File: src/rtl/vapr_pkg.sv
// Shared types and constants for the VLAN proxy ARP responder.
`timescale 1ns / 1ps
package vapr_pkg;

    // Request kinds carried in req_type; the fourth code is unused.
    localparam logic [1:0] REQ_REQUESTER = 2'd0;
    localparam logic [1:0] REQ_RESPONDER = 2'd1;
    localparam logic [1:0] REQ_RULE      = 2'd2;

    // Configuration register indexes.
    localparam logic [1:0] CFG_REQUESTER_MAC     = 2'd0;
    localparam logic [1:0] CFG_RESPONDER_MAC     = 2'd1;
    localparam logic [1:0] CFG_REQUESTER_IFINDEX = 2'd2;

    localparam logic [11:0] UNTAGGED_VID  = 12'hFFF;
    localparam logic [15:0] VLAN_TPID     = 16'h8100;
    localparam logic [15:0] ARP_OP_REPLY  = 16'd2;
    localparam int          META_NONE_BIT = 12;

    typedef enum logic [1:0] {
        ACT_NONE    = 2'd0,
        ACT_FORWARD = 2'd1,
        ACT_REPLY   = 2'd2,
        ACT_NEIGH   = 2'd3
    } vapr_action_t;

    typedef enum logic [1:0] {
        ST_CLEAR,
        ST_IDLE,
        ST_READ,
        ST_EVAL
    } vapr_state_t;

    typedef struct packed {
        logic [31:0] subnet;
        logic [31:0] mask;
        logic [15:0] ifindex;
    } vapr_rule_t;

    // Commands from the controller to the datapath.
    typedef struct packed {
        logic clear_step;
        logic ready;
        logic capture;
        logic lookup;
        logic load;
    } vapr_cmd_t;

    // Status from the datapath to the controller.
    typedef struct packed {
        logic clear_last;
        logic out_free;
    } vapr_sts_t;

endpackage

File: src/rtl/vapr_ctrl.sv
// Controller state machine sequencing table clear, capture, lookup and result load.
`timescale 1ns / 1ps
module vapr_ctrl
(
    input  logic                clk,
    input  logic                rst_n,
    input  logic                req_valid,
    input  vapr_pkg::vapr_sts_t sts,
    output vapr_pkg::vapr_cmd_t cmd
);
    import vapr_pkg::*;

    vapr_state_t state_reg;
    vapr_state_t state_next;

    always_ff @(posedge clk or negedge rst_n)
    begin
        if (!rst_n)
        begin
            state_reg <= ST_CLEAR;
        end
        else
        begin
            state_reg <= state_next;
        end
    end

    always_comb
    begin
        state_next = state_reg;
        unique case (state_reg)
            ST_CLEAR:
            begin
                if (sts.clear_last)
                begin
                    state_next = ST_IDLE;
                end
            end
            ST_IDLE:
            begin
                if (req_valid)
                begin
                    state_next = ST_READ;
                end
            end
            ST_READ:
            begin
                state_next = ST_EVAL;
            end
            ST_EVAL:
            begin
                if (sts.out_free)
                begin
                    state_next = ST_IDLE;
                end
            end
            default:
            begin
                state_next = ST_CLEAR;
            end
        endcase
    end

    always_comb
    begin
        cmd = '0;
        unique case (state_reg)
            ST_CLEAR:
            begin
                cmd.clear_step = 1'b1;
            end
            ST_IDLE:
            begin
                cmd.ready   = 1'b1;
                cmd.capture = req_valid;
            end
            ST_READ:
            begin
                cmd.lookup = 1'b1;
            end
            ST_EVAL:
            begin
                cmd.load = sts.out_free;
            end
            default:
            begin
                cmd = '0;
            end
        endcase
    end

    // A captured word is always looked up in the following cycle.
    assert property (@(posedge clk) disable iff (!rst_n) cmd.capture |=> cmd.lookup)
        else $error("capture not followed by lookup");

    // A waiting result is never overwritten.
    assert property (@(posedge clk) disable iff (!rst_n) cmd.load |-> sts.out_free)
        else $error("result loaded over a waiting result");

    // The clearing pass runs to the last entry before anything is accepted.
    assert property (@(posedge clk) disable iff (!rst_n)
                     (state_reg == ST_CLEAR && !sts.clear_last) |=> !cmd.ready)
        else $error("clearing pass cut short");

endmodule

File: config.mk
export PLATFORM = sky130hd
export DESIGN_NAME = vapr_ctrl
export DESIGN_NICKNAME = d
export VERILOG_FILES = /design/src/rtl/vapr_pkg.sv /design/src/rtl/vapr_ctrl.sv
export SDC_FILE = /design/constraint.sdc
export NUM_CORES = 1
export LEC_CHECK = 0
export BUFFER_PORTS_ARGS = -buffer_cell sky130_fd_sc_hd__buf_2
export CORE_AREA = 2 2 39 41
export CTS_CLUSTER_SIZE = 14
export DETAILED_ROUTE_END_ITERATION = 10
export DIE_AREA = 0 0 41 43
export GPL_ROUTABILITY_DRIVEN = 0
export SETUP_SLACK_MARGIN = 0.05
export SYNTH_ARGS = -nofsm -noshare
export SYNTH_HDL_FRONTEND = slang
export SYNTH_SLANG_ARGS = --single-unit
File: constraint.sdc
create_clock -name clk -period 4.1 [get_ports clk]
set_input_delay 0.205 -clock clk [delete_from_list [all_inputs] [get_ports clk]]
set_output_delay 0.205 -clock clk [all_outputs]
set_load 0.01 [all_outputs]
### Word-level counts from Yosys, hierarchy flattened

Cells that the tools add are included.
W data, S select, Z words.

| word-level totals | value |
|---|---|
| bits in registers | 2 |
| output and inout bits | 5 |

| cells by class | value |
|---|---|
| eq/ne operators | 6 |
| muxes and demuxes | 8 |
| reduce and logical (&&, ||, !) cells | 2 |

Operators by type and width:

| cell | number |
|---|---|
| $mux W2 | 4 |
| $pmux W2 S4 | 1 |
| $ne A2 B2 Y1 const B | 3 |
| $eq A2 B2 Y1 const B | 2 |
| $mux W1 | 3 |
| $reduce_and A3 Y1 | 1 |
| $eq A2 B1 Y1 const B | 1 |
| $logic_not A2 Y1 | 1 |

### Depth between registers and ports, before layout

Gate-level depths: netlist of run 1.

| logic depth | value |
|---|---|
| depth after elaboration | 3 |
| mapped depth | 4 |
| gate-level depth less buffers | 4 |

### Worst setup path before layout of run 1

Ideal clock, no wire load.

| timing | value |
|---|---|
| path type | register to register |
| from | register state_reg[0] |
| to | register state_reg[1] |
| arrival time | 1487 ps |
| data required time | 3973 ps |
| setup slack | 2486 ps |
| stages on the path, launching flop included | 5 |
| buffers on the path | 0 |
| path through | dfrtp_1 -> inv_1 -> ha_1 -> a222oi_1 -> mux2_1 |

| between the ends | value |
|---|---|
| cells in the longest elaborated chain, start to end | 3 |
| elaborated cells between the ends (all ways) | 9 |
| those cells by class | eq/ne: 6; mux: 1; reduce/logical: 2 |

Ends and longest elaborated chain:

| element | RTL line | text |
|---|---|---|
| from (decl) | vapr_ctrl.sv:13 | `vapr_state_t state_reg;` |
| from (signal assigned) | vapr_ctrl.sv:24 | `state_reg <= state_next;` |
| $eq A2 B2 Y1 (tied with other cells) | vapr_ctrl.sv:31 | `unique case (state_reg)` |
| $ne A2 B2 Y1 (no line) | n/a |  |
| $reduce_and A3 Y1 (no line) | n/a |  |

Several ways; a longest one is shown, not always the timed one.
A chain may end at the register's enable or synchronous reset.

### Worst setup path in the final report of run 1

Same ends and word-level chain as after synthesis.

==> results of run 1 <==
## cell usage in the layout (no fill, tap or decap), drive strengths merged
| cell | synthesis | final |
|---|---|---|
| mux2 | 1 | 1 |
| ha | 5 | 5 |
| dlygate4sd3 | 0 | 1 |
| dfrtp | 2 | 2 |
| a222oi | 1 | 1 |
| mux2i | 1 | 1 |
| buf | 0 | 9 |
| and2 | 2 | 2 |
| inv | 5 | 5 |
| clkbuf | 0 | 3 |
## power breakdown
part	total [mW]	leakage, nW	switching [mW]	internal (mW)
combinational	0.0928	0.131	0.0472	0.0456
sequential	0.0407	0.0224	0.0101	0.0306
clock	0.0450	0.0138	0.0126	0.0324
## area by class of cell
class	count	area share
Clock buffer	3	0.0822
Inverter	5	0.0685
Multi-Input combinational cell	10	0.393
Sequential cell	2	0.183
Tap cell	16	0.0731
Timing Repair Buffer	10	0.201
## path summary, 6_finish.rpt
| kind | from | endpoint | slack (ns) | cells after the start |
|---|---|---|---|---|
| setup / recovery | state_reg[0] | state_reg[1] | 2.42 | 4 |
| hold / removal | rst_n | state_reg[0] | 0.29 | 2 |
| setup reg to reg | state_reg[0] | state_reg[1] | 2.42 | 4 |
| hold reg to reg | state_reg[1] | state_reg[1] | 0.55 | 1 |
| max in group asynchronous | rst_n | state_reg[1] | 3.72 | 2 |
| min in group clk | sts[0] | state_reg[0] | 0.40 | 4 |
## worst max-delay path: cells and delay by family (launching register included)
kind	cells	cell delay (ns)
adders and majority gates	1	0.21
muxes	1	0.37
buffers and inverters	1	0.10
AOI/OAI and AO/OA	1	0.48
DFF	1	0.39
## layer usage
layer,up-vias,wire (microns),part of all wire,GRT usage
li1,79,-,-,-
met4,0,0,0,0.0600
met3,0,33,0.11,0.0471
met2,9,99,0.32,0.0406
met5,-,0,0,0
met1,57,176,0.57,0.0482
## stage by stage
stage	setup slack (ns)	hold slack [ns]	power, mW	cell area (sq um)	instances
6_report	2.42	0.289	0.178	274	46
5_1_grt	2.33	0.295	0.202	274	46
4_1_cts	2.40	0.282	0.183	274	46
3_5_place_dp	2.41	-0.00788	0.136	241	42
3_3_place_gp	2.42	-0.00821	0.134	241	42
2_1_floorplan	2.49	-0.0906	0.107	176	17
## logic make-up after synthesis
kind of cell               after synthesis  share of synthesized area
DFF                                      2                      0.284
and+or+nand+nor                          2                     0.0781
AOI/OAI and AO/OA                        1                     0.0567
muxes                                    2                      0.121
adders and majority gates                5                      0.355
buffers and inverters                    5                      0.106
## repair_timing
action                                 4_1_cts  5_1_grt
endpoints found under the hold margin        2        0
hold buffers                                 1        0
setup endpoints to repair                    0        0
==> flow_summary.yaml, run 1 <==
floorplanning:
  fp.dieW_microns: 41
  dieArea_sq_mm: 0.00176
  io_pins: 10
  core_area_sq_mm: 0.00138
  die_h_microns: 43
  start_util: 0.127
  row_count: 14
clock_network:
  cts_tree: "done"
  post_cts.repair.setup_buffers: 0
  cts.sinks: 2
  root_buffer: "clkbuf_4"
  numCtsBuffers: 3
  clkTransAtPathRegs_ns: 0.03
  insertion_delay_ns: 0.23
  cts_buffer_depth: 2
  post_cts_resized: 0
  htreeDepth: 1
final_layout:
  largest_reg_flops: 2
  register_area_sq_um: 50.0
  multiInputGateArea_sq_um: 108
  nFillCells: 150
  nNetsFinal: 42
  drive_gt1_frac: 0.433
  antennaDiodeCount: 0
  area_delta_synth_final_pct: 55.3
  fin_util: 0.198
yosys:
  synth_warnings: 0
  synth_ff_type: "dfrtp_1"
  syn_area_sq_um: 176
  synthDistinctLibCells: 8
  synth_top_area_frac: 0.355
  ys_top_cells_by_area: "ha_1, dfrtp_1, inv_1"
  avgSynthCellArea_sq_um: 10.4
  async_flop_share: 1.00
  synthCells: 17
  ys_seq_elements: 2
  ys_seq_area_frac: 0.284
  synth_edf_count: 0
  synthTopCellsByCount: "ha_1, inv_1, dfrtp_1"
  yosysTopAreaCell: "ha_1"
  synth_fp_nets: 27
timing:
  final-setup-viol-count: 0
  fin_skew_ns: 0.000388
  grt_setup_unrepaired: "no"
  tightest_slew_ns: 0.461
  post-route-period-util: 0.409
  finalHoldViolations: 0
  fmax_ghz: 0.596
  maxSlewViolCount: 0
  slew-limit-headroom: 0.693
  min_period_ns: 1.68
  setup_tns_ns: 0
critical_path:
  worstPathMaxFanout: 4
  worstPathRequired_ns: 4.20
  critPathMaxStageDelay_ns: 0.48
  cp-start-kind: "flip-flop"
  path_class: "reg -> reg"
  cp_slowest_cell: "a222oi_1"
  arrival_ns: 1.78
  cp_cell_sequence: "inv_1 -> ha_1 -> a222oi_1 -> mux2_1"
  end_kind: "flip-flop"
power:
  peakVddDrop_mv: 0.212
  p_leak_nw: 0.167
  p_per_area_mw_per_mm2: 651
route:
  vias_per_cell: 3.15
  drt_wl_total_microns: 309
  remaining_drc_errors: 0
  drt-wirelength-per-cell_microns: 6.72
  vias: 145
  first_pass_iters: 4
  ant_nets: 0
  first_iter_violations: 4
flow_run:
  drv_cap: 0
global_route:
  grt_pass1_wl_microns: 448
  grt_usage: 0.0462
  antenna_found_initial: 0
  grt_max_degree: 5
  grt_overflow: 0
  grt_pass1_vias: 122
outcome:
  status: "complete, no violations"
worst_hold_path:
  hp-class: "in -> async"
place:
  io_buffers: 9
No activity file was read; power rests on OpenSTA's default activity.
==> inputs of run 2 (changes only) <==
- clock period: 4.1 -> 1.65 ns (I/O delays scaled with it)
==> run 2 against run 1 <==
  * Via count increased by 17%
  * Clock power increased by 140%
  * Highest routed layer unchanged
  * First-iteration DRC count decreased by 50%
  * Global-route usage decreased by 0.21 points
  * Largest power group unchanged
  * Cell count increased by 8.7%
==> flow_summary.yaml, run 2 (synthesis gave the netlist of run 1 again) <==
global_route:
  met3_usage: 0.0471
  top_usage_layer: "met3"
  grt_usage: 0.0441
  grt_overflow: 0
  antenna_found_initial: 0
  grt_util_met1: 0.0447
  grt_pass1_wl_microns: 455
  grt_max_degree: 5
  grt_pass1_vias: 126
  grt.met2_usage: 0.0469
clock_network:
  clkTransAtPathRegs_ns: 0.03
  cts_tree: "done"
  numCtsBuffers: 3
  cts_buffer_depth: 2
  cts.sinks: 2
  insertion_delay_ns: 0.23
  root_buffer: "clkbuf_4"
  htreeDepth: 1
timing:
  fmax_ghz: 0.650
  finalHoldViolations: 0
  slew-limit-headroom: 0.815
  tightest_slew_ns: 0.278
  post-route-period-util: 0.932
  setup_tns_ns: 0
  min_period_ns: 1.54
  grt_setup_unrepaired: "no"
  hold-worst-slack_ns: 0.166
  maxSlewViolCount: 0
  fin_skew_ns: 0.00446
  final-setup-viol-count: 0
flow_run:
  drv_cap: 0
critical_path:
  crit_family: "flip-flops"
  path_class: "reg -> reg"
  worstPathRequired_ns: 1.75
  worstPathMaxFanout: 4
  r2r_cells: 5
  cp_num_cells: 5
  cp_slowest_cell: "dfrtp_1"
  critPathMaxStageDelay_ns: 0.39
  arrival_ns: 1.64
  cp-start-kind: "flip-flop"
  crit_buf_inv: 2
  end_kind: "flip-flop"
  cp_cell_sequence: "inv_2 -> ha_4 -> a222oi_1 -> buf_4 -> mux2_4"
place:
  io_buffers: 9
  hpwl_microns: 268
route:
  vias: 169
  drt-wirelength-per-cell_microns: 7.32
  first_iter_violations: 2
  ant_nets: 0
  vias_per_cell: 3.38
  drt_wl_total_microns: 366
  remaining_drc_errors: 0
  first_pass_iters: 4
outcome:
  status: "complete, no violations"
floorplanning:
  row_count: 14
  core_area_sq_mm: 0.00138
  io_pins: 10
  dieArea_sq_mm: 0.00176
  die_h_microns: 43
  fp.dieW_microns: 41
  start_util: 0.127
final_layout:
  drive_gt1_frac: 0.618
  nNetsFinal: 46
  area_delta_synth_final_pct: 83.0
  antennaDiodeCount: 0
  largest_reg_flops: 2
  nFillCells: 157
  multiInputGateArea_sq_um: 126
  final_common_cell: "buf_2"
  register_area_sq_um: 50.0
  layout_common_cells: "buf_2, inv_1, buf_4"
power:
  p_leak_nw: 0.188
  p_per_area_mw_per_mm2: 1800
  peakVddDrop_mv: 0.570
  p_total_mw: 0.580
worst_hold_path:
  hp-class: "in -> async"
-- run 2: worst paths after layout --
path / from / endpoint / slack (ns)
max reg2reg: state_reg[0] / state_reg[1] / 0.11
min: rst_n / state_reg[0] / 0.17
max: state_reg[0] / state_reg[1] / 0.11
min in group clk: sts[0] / state_reg[1] / 0.43
max in group asynchronous: rst_n / state_reg[1] / 1.38
min reg2reg: state_reg[1] / state_reg[1] / 0.62
-- run 2: where the power goes --
| group | internal [mW] | total, mW | switching, mW |
|---|---|---|---|
| clock network | 0.0804 | 0.109 | 0.0291 |
| logic | 0.215 | 0.375 | 0.160 |
| registers | 0.0759 | 0.0958 | 0.0199 |
| total | 0.371 | 0.580 | 0.209 |
-- run 2: metal layers --
metal	up-vias	wire, microns
met5	-	0
met4	0	0
met3	0	47
met2	9	151
met1	72	168
li1	88	-
-- run 2: metrics by stage --
stage / utilization / area, sq um / cells / setup WS [ns]
3_3_place_gp: 0.180 / 249 / 43 / 0.0381
2_1_floorplan: - / 176 / 17 / 0.0543
5_1_grt: 0.233 / 323 / 50 / 0.0460
3_5_place_dp: 0.180 / 249 / 43 / 0.0140
6_report: 0.233 / 323 / 50 / 0.112
4_1_cts: 0.216 / 299 / 49 / 0.0699
-- run 2: area by class of cell --
type / count / area share
sequential: 2 / 0.155
timing repair buffer: 14 / 0.264
inverter: 5 / 0.0581
tap: 16 / 0.0620
multi-input combinational: 10 / 0.391
clock buffer: 3 / 0.0698
-- run 2: worst reg2reg max path, cell delays in order (launching register included) --
cell and delay (ns):
dfrtp_1 0.39, inv_2 0.08, ha_4 0.16, a222oi_1 0.31
buf_4 0.18, mux2_4 0.29
-- run 2: what timing repair did --
| action | 4_1_cts | 5_1_grt |
|---|---|---|
| setup buffers | 2 | 1 |
| pin swaps | 1 | 1 |
| hold buffers | 1 | 0 |
| hold endpoints to repair | 2 | 0 |
| endpoints found under the setup margin | 1 | 2 |
| gates resized for setup | 2 | 3 |
==> inputs of run 3 (changes only) <==
- CTS_BUF_LIST: not set -> sky130_fd_sc_hd__clkbuf_8 sky130_fd_sc_hd__clkbuf_16
==> run 3 against run 2 <==
  * Combinational power shrank 4%
  * Power grew 11%
  * Count of clock-buffer cells in the layout is the same
  * Clock skew shrank 0.0024 ns
  * Cell count shrank 2.0%
  * Worst setup slack gained 0.0031 ns
  * Critical path type unchanged
  * Global-route usage is the same
  * Via count shrank 1.8%
  * Wire length shrank 2.2%
  * Sequential power is essentially flat
==> flow_summary.yaml, run 3 (synthesis gave the netlist of run 1 again) <==
floorplanning:
  die_h_microns: 43
  io_pins: 10
  dieArea_sq_mm: 0.00176
  core_area_sq_mm: 0.00138
  row_count: 14
  fp.dieW_microns: 41
  start_util: 0.127
route:
  first_iter_violations: 2
  drt-wirelength-per-cell_microns: 7.31
  ant_nets: 0
  vias_per_cell: 3.39
  drt_wl_total_microns: 358
  first_pass_iters: 4
  remaining_drc_errors: 0
  vias: 166
clock_network:
  root_buffer: "clkbuf_8"
  cts.sinks: 2
  clkTransAtPathRegs_ns: 0.03
  cts_tree: "done"
  numCtsBuffers: 3
  insertion_delay_ns: 0.21
  htreeDepth: 1
  cts_buffer_depth: 2
critical_path:
  crit_family: "flip-flops"
  arrival_ns: 1.62
  rr_startpoint: "state_reg[0]"
  path_class: "reg -> reg"
  rrSetupSlack_ns: 0.12
  r2r_cells: 5
  cp_slowest_cell: "dfrtp_1"
  end_kind: "flip-flop"
  cp-start-kind: "flip-flop"
  worstPathMaxFanout: 4
  timing.rr.end: "state_reg[1]"
  critPathMaxStageDelay_ns: 0.39
  worstPathRequired_ns: 1.73
  cp_cell_sequence: "inv_2 -> ha_4 -> a222oi_1 -> buf_4 -> mux2_4"
  crit_buf_inv: 2
final_layout:
  area_delta_synth_final_pct: 89.4
  layout_common_cells: "buf_2, inv_1, ha_1, clkbuf_8, buf_4"
  largest_reg_flops: 2
  layout.cells.non_filler: 49
  final_common_cell: "buf_2"
  nNetsFinal: 45
  antennaDiodeCount: 0
  drive_gt1_frac: 0.606
  fin_util: 0.241
global_route:
  grt_max_degree: 5
  grt_overflow: 0
  grt_pass1_vias: 132
  antenna_found_initial: 0
  grt_usage: 0.0441
  grt_pass1_wl_microns: 483
power:
  p_leak_nw: 0.190
  p_per_area_mw_per_mm2: 1920
  peakVddDrop_mv: 0.652
timing:
  final-setup-viol-count: 0
  tightest_slew_ns: 0.278
  grt_setup_unrepaired: "yes"
  post-route-period-util: 0.930
  setup_tns_ns: 0
  finalHoldViolations: 0
  fmax_ghz: 0.652
  min_period_ns: 1.53
  maxSlewViolCount: 0
  fin_skew_ns: 0.00204
  final.setup.worst_slack_ns: 0.115
  hold-worst-slack_ns: 0.186
  slew-limit-headroom: 0.815
flow_run:
  drv_cap: 0
place:
  dp.cells: 43
  pre_cts_ws_ns: 0.0140
  io_buffers: 9
  hpwl_microns: 268
outcome:
  status: "complete, no violations"
worst_hold_path:
  hp-class: "in -> async"
-- run 3: worst register-to-register path, stage by stage, from the launching register on --
cell,delay [ns]
dfrtp_1,0.39
inv_2,0.08
ha_4,0.16
a222oi_1,0.31
buf_4,0.18
mux2_4,0.29
-- run 3: per-layer routing --
metal	vias up	global-route usage	wire, microns
li1	86	-	-
met5	-	0	0
met2	9	0.0531	149
met3	0	0.0471	46
met4	0	0.0200	0
met1	71	0.0479	162
-- run 3: worst max-delay path by stage --
stage | startpoint | endpoint | slack (ns) | cells past startpoint
after CTS | state_reg[0] | state_reg[1] | 0.07 | 5
after global placement | state_reg[0] | state_reg[1] | 0.04 | 4
final | state_reg[0] | state_reg[1] | 0.12 | 5
after detailed placement | state_reg[0] | state_reg[1] | 0.01 | 4
after floorplan | state_reg[0] | state_reg[1] | 0.05 | 4
after global routing | state_reg[1] | state_reg[1] | 0.04 | 5
-- run 3: cell type report --
class                   count  area (sq um)
repair buffers             13          77.6
inverters                   5          18.8
clock buffers               3          41.3
well taps                  16          20.0
multi-input cells          10           126
fillers                   155          1050
flip-flops and latches      2          50.0
-- run 3: stage by stage --
| step | total power, mW | area (sq um) |
|---|---|---|
| after floorplan | 0.266 | 176 |
| after global placement | 0.361 | 249 |
| after detailed placement | 0.363 | 249 |
| after CTS | 0.612 | 318 |
| after global routing | 0.703 | 334 |
| final | 0.643 | 334 |
-- run 3: where the power goes --
| part | internal, mW | switching, mW |
|---|---|---|
| combinational | 0.202 | 0.157 |
| clock | 0.154 | 0.0336 |
| sequential | 0.0760 | 0.0199 |
-- run 3: what timing repair did --
action / in CTS / in global routing
pin swaps: 1 / 2
hold buffers: 1 / 0
endpoints found under the setup margin: 2 / 2
hold endpoints to repair: 2 / 0
gates cloned: 0 / 0
gates resized for setup: 2 / 3
buffers inserted: 2 / 0
